==> src/rtl/core/lzrle_ram.sv <==
// Generic single-write, single-read synchronous RAM with registered read data.
`default_nettype none

module lzrle_ram #(
   parameter int WIDTH = 8,
   parameter int DEPTH = 256
) (
   input  wire logic                     clock,
   input  wire logic                     wr_en,
   input  wire logic [$clog2(DEPTH)-1:0] wr_addr,
   input  wire logic [WIDTH-1:0]         wr_data,
   input  wire logic                     rd_en,
   input  wire logic [$clog2(DEPTH)-1:0] rd_addr,
   output logic      [WIDTH-1:0]         rd_data
);

   logic [WIDTH-1:0] mem_ff [DEPTH];
   logic [WIDTH-1:0] rd_data_ff;

   always_ff @(posedge clock) begin
      if (wr_en) begin
         mem_ff[wr_addr] <= wr_data;
      end
      if (rd_en) begin
         rd_data_ff <= mem_ff[rd_addr];
      end
   end

   assign rd_data = rd_data_ff;

endmodule

`default_nettype wire

==> config.mk <==
export PLATFORM = sky130hd
export DESIGN_NAME = lzrle_ram
export DESIGN_NICKNAME = d
export VERILOG_FILES = /design/src/rtl/core/lzrle_ram.sv
export SDC_FILE = /design/constraint.sdc
export NUM_CORES = 2
export LEC_CHECK = 0
export ABC_AREA = 1
export BUFFER_PORTS_ARGS = -buffer_cell sky130_fd_sc_hd__buf_2
export CELL_PAD_IN_SITES_DETAIL_PLACEMENT = 0
export CELL_PAD_IN_SITES_GLOBAL_PLACEMENT = 1
export CORE_ASPECT_RATIO = 0.7
export CORE_MARGIN = 2
export CORE_UTILIZATION = 56
export DETAILED_ROUTE_END_ITERATION = 10
export PLACE_DENSITY_LB_ADDON = 0.1
export SYNTH_ARGS = -nofsm -noshare
export SYNTH_HDL_FRONTEND = slang
export SYNTH_SLANG_ARGS = --single-unit
==> constraint.sdc <==
create_clock -name clock -period 5.2 [get_ports clock]
set_input_delay 0.78 -clock clock [delete_from_list [all_inputs] [get_ports clock]]
set_output_delay 0.78 -clock clock [all_outputs]
set_load 0.02 [all_outputs]
# ---- Yosys cells after proc, flatten, opt, wreduce, memory -nomap -nowiden
# Memories as Yosys holds them, arrays and structs flattened. A register that Yosys moved wholly into a read port is not among the register bits.
# Cells that the tools add are included.
dict set report totals {
  word_cells 3
  mem_bits_rw 2048
  n_memories 1
  reg_bits 0
  out_inout_bits 8
  in_bits 27
}
# memory words word_bits read_ports rd_clocked_by_memory_dff write_ports line_no
set mem_list {}
lappend mem_list {mem_ff 256 8 1 1 1 17} ;# logic [WIDTH-1:0] mem_ff [DEPTH];
dict set report op_classes {
  mux 2
}
# cell n
set ops {}
lappend ops {{$mux W1} 2}

# ---- Depth between registers and ports, before layout
dict set report depth {
  depth_word 2
  ltp_mapped 15
  mapped_depth_nobuf 11
}

# ---- Least setup slack after synthesis
# OpenSTA, ideal clock, no wires.
dict set report synth_timing {
  path_type {input to register}
  startpoint {input wr_en}
  endpoint {memory mem_ff[162][0], enable pin}
  path_buffers 2
  arrival_ns 1.901
  setup_time_ns 0.370
  stages 4
  setup_slack_ns 2.929
  required_ns 4.830
  path_cell_list {clkbuf_1 > nand3_1 > clkbuf_1 > nor2_1}
}
dict set report synth_via {
  elab_chain_len 2
}
# item line_no
set synth_lines {}
lappend synth_lines {{start, declared} 9} ;# input wire logic wr_en,
lappend synth_lines {{$mux W1} 21} ;# if (wr_en) begin
lappend synth_lines {{$mux W1 (not written as such)} 22} ;# mem_ff[wr_addr] <= wr_data;
lappend synth_lines {{end, declared} 17}
# Every way passes these cells.

==> flow_summary.ini <==
[sta]
timing.final.crit_share_pct = 64.7
layout_setup_ws_ns = 1.83
rsz0062_at_grt = false
slew_headroom_pct = 22.2
timing.fmax_ghz = 0.297
maxSlewViolCount = 0
layout_min_cycle_time_ns = 3.37
worstMarginPinSlew_ns = 1.16
finalHoldViolCount = 0
fin_setup_tns_ns = 0
whs_ns = 0.387
setup_viol = 0
finClkSkew_ns = 0.0412

[setup_path]
crit_arrival_ns = 4.07
path_class = in2reg
worst-path-stages = 15
end_kind = register
reg2reg_slack_ns = 2.87
path_cells = buf_8 > inv_16 > buf_12 > buf_12 > buf_4 > nand2_1 > nand3_1 > nand3_1 > nand3_1 > nand3_1 > nand3_1 > nand3_1 > nand2_1 > nand2_1 > nand2_1
r2r-start = mem_ff[139][1]
critical-path-top-delay-family = buffers and inverters
path_buf_inv = 5
reg2reg_depth = 10
cpMaxStageDelayCell = inv_16
start_kind = input pin
cp-startpoint = rd_addr[0]
cp_common_cell = nand3_1
r2r_end = rd_data[1]
worst-path-max-fanout = 174
cp_slowest_stage_delay_ns = 0.41
required_ns = 5.91

[global_route]
grt_max_degree = 175
grtUsageTotal_pct = 30.4
grt_pass1_wl_mm = 340
overflow = 0
antenna_found_initial = 10
grt_pass1_vias = 50100

[clock_tree]
root_buffer = clkbuf_16
clock_latency_ns = 0.85
post_cts_buffers = 0
cts.htree.levels = 4
cts_buffer_depth = 3
path_clk_slew_ns = 0.06
cts_resized = 0
cts_tree = done
cts_sinks = 2056
cts_buffers = 190
cts_hold_buf = 0

[power]
power.density_mw_per_mm2 = 372
ir_drop_mv = 0.363
power.leakage_nw = 31.3

[drt]
drt-wirelength-per-cell_um = 25.8
first_pass_iters = 5
ant_nets = 0
routed_via_density = 6.06
routed_wirelength_mm = 232
drt_iter0_markers = 7670
vias = 54400
route.detailed.drc = 0

[cells_and_area]
nets = 6879
areaGrowthSynthToFinish_pct = 8.80
utilization_pct = 61.4
drive_gt1_share_pct = 5.67

[floorplanning]
die-height_um = 327
fp.dieW_um = 465
core_mm2 = 0.148
die-area_mm2 = 0.152
initial_core_util_pct = 56.4
io_pins = 35
rows = 118

[yosys]
ys.flop_type = edfxtp_1
synth_top_cell_area_share_pct = 74.0
synthCells = 7003
ys_ff_latch = 2056
synth.area.top_cells = edfxtp_1 (74%), nand3_1 (12%), nand2_1 (9.5%), buf_2 (1.6%), nor2_1 (1.3%)
synth_top_cell_by_area = edfxtp_1
synth-edff-count = 2056
synth.distinct_cells = 13
ys_warn_count = 0
synthTopCellsByCount = nand2_1 (2123), edfxtp_1 (2056), nand3_1 (2019)
synthesis.area_mm2 = 0.0835
syn_avg_cell_area_um2 = 11.9
synthArstFlopShare_pct = 0
synth_most_common_cell = nand2_1
syn_nets = 7030
yosysSeqAreaShare_pct = 74.0

[run_status]
status = completed

[hold_path]
hp-class = in2reg
hold_end = mem_ff[65][6]
min_from = wr_data[6]
whs_path_depth = 1

[run]
max_cap_violations = 0

[placement]
dp_hpwl_mm = 130
portBuffers = 34
place_ws_ns = 1.10
gp_congestion = 0.874
-- metrics by stage --
stage          instance area (µm²)  power (mW)  cells
3_5_place_dp                 85000        20.7   8640
6_report                     90800        33.8   8982
3_3_place_gp                 85000        20.7   8640
4_1_cts                      90800        33.9   8977
5_1_grt                      90800        34.7   8980
2_1_floorplan                83500        19.8   7003
-- worst register-to-register path: stages, from the launching register on --
cell      delay [ns]
edfxtp_1        0.37
nand2_1         0.08
nand3_1         0.08
nand3_1         0.12
nand3_1         0.21
nand3_1         0.14
nand3_1         0.31
nand3_1         0.46
nand2_1         0.16
nand2_1         0.09
nand2_1         0.05
-- worst max path at each step --
stage,end,slack (ns)
4_1_cts,rd_data[1],1.99
6_report,rd_data[1],1.83
3_5_place_dp,rd_data[1],1.10
3_3_place_gp,rd_data[1],1.06
2_1_floorplan,mem_ff[162][0],2.93
5_1_grt,rd_data[1],1.75
-- cell families after synthesis --
family	synth area share (%)
AND/OR/NAND/NOR	22.9
flip-flops	74.0
buffers and inverters	3.12
-- cell usage in the layout, fill, tap and decap left out, drive strengths merged --
master and count:
buf 140, bufinv 11, clkbuf 240, clkinv 80
diode 5, edfxtp 2056, inv 45, nand2 2123
nand3 2019, nor2 283
-- sequential cells by signal, summed over array words and instances (netlist names) --
signal	flops
mem_ff	2048
rd_data	8
-- layout make-up --
class / instances / area, µm²
antenna: 5 / 12.5
clock buffer: 240 / 5030
clock inverter: 97 / 744
fill: 11600 / 57100
inverter: 39 / 180
multi-input combinational: 4425 / 19100
sequential: 2056 / 61700
tap: 1980 / 2480
timing repair buffer: 140 / 1500
-- report_power, final --
group          leakage (nW)  total, mW  switching [mW]  internal [mW]
clock network          2.84       13.4            6.05           7.34
logic                  9.93       2.10            1.62          0.477
registers              18.5       18.3          0.0191           18.3
total                  31.3       33.8            7.69           26.1
-- routing by layer --
| layer | part of all wire [%] | up-vias | global-route usage [%] | wire length, µm |
|---|---|---|---|---|
| met5 | 0.0056 | - | 0 | 13 |
| met4 | 2.8 | 2 | 9.24 | 6600 |
| met3 | 11 | 356 | 6.91 | 24700 |
| met2 | 43 | 2717 | 42.9 | 99400 |
| met1 | 44 | 26800 | 47.3 | 101000 |
| li1 | - | 24600 | - | - |
No activity file was read; power rests on OpenSTA's default activity.
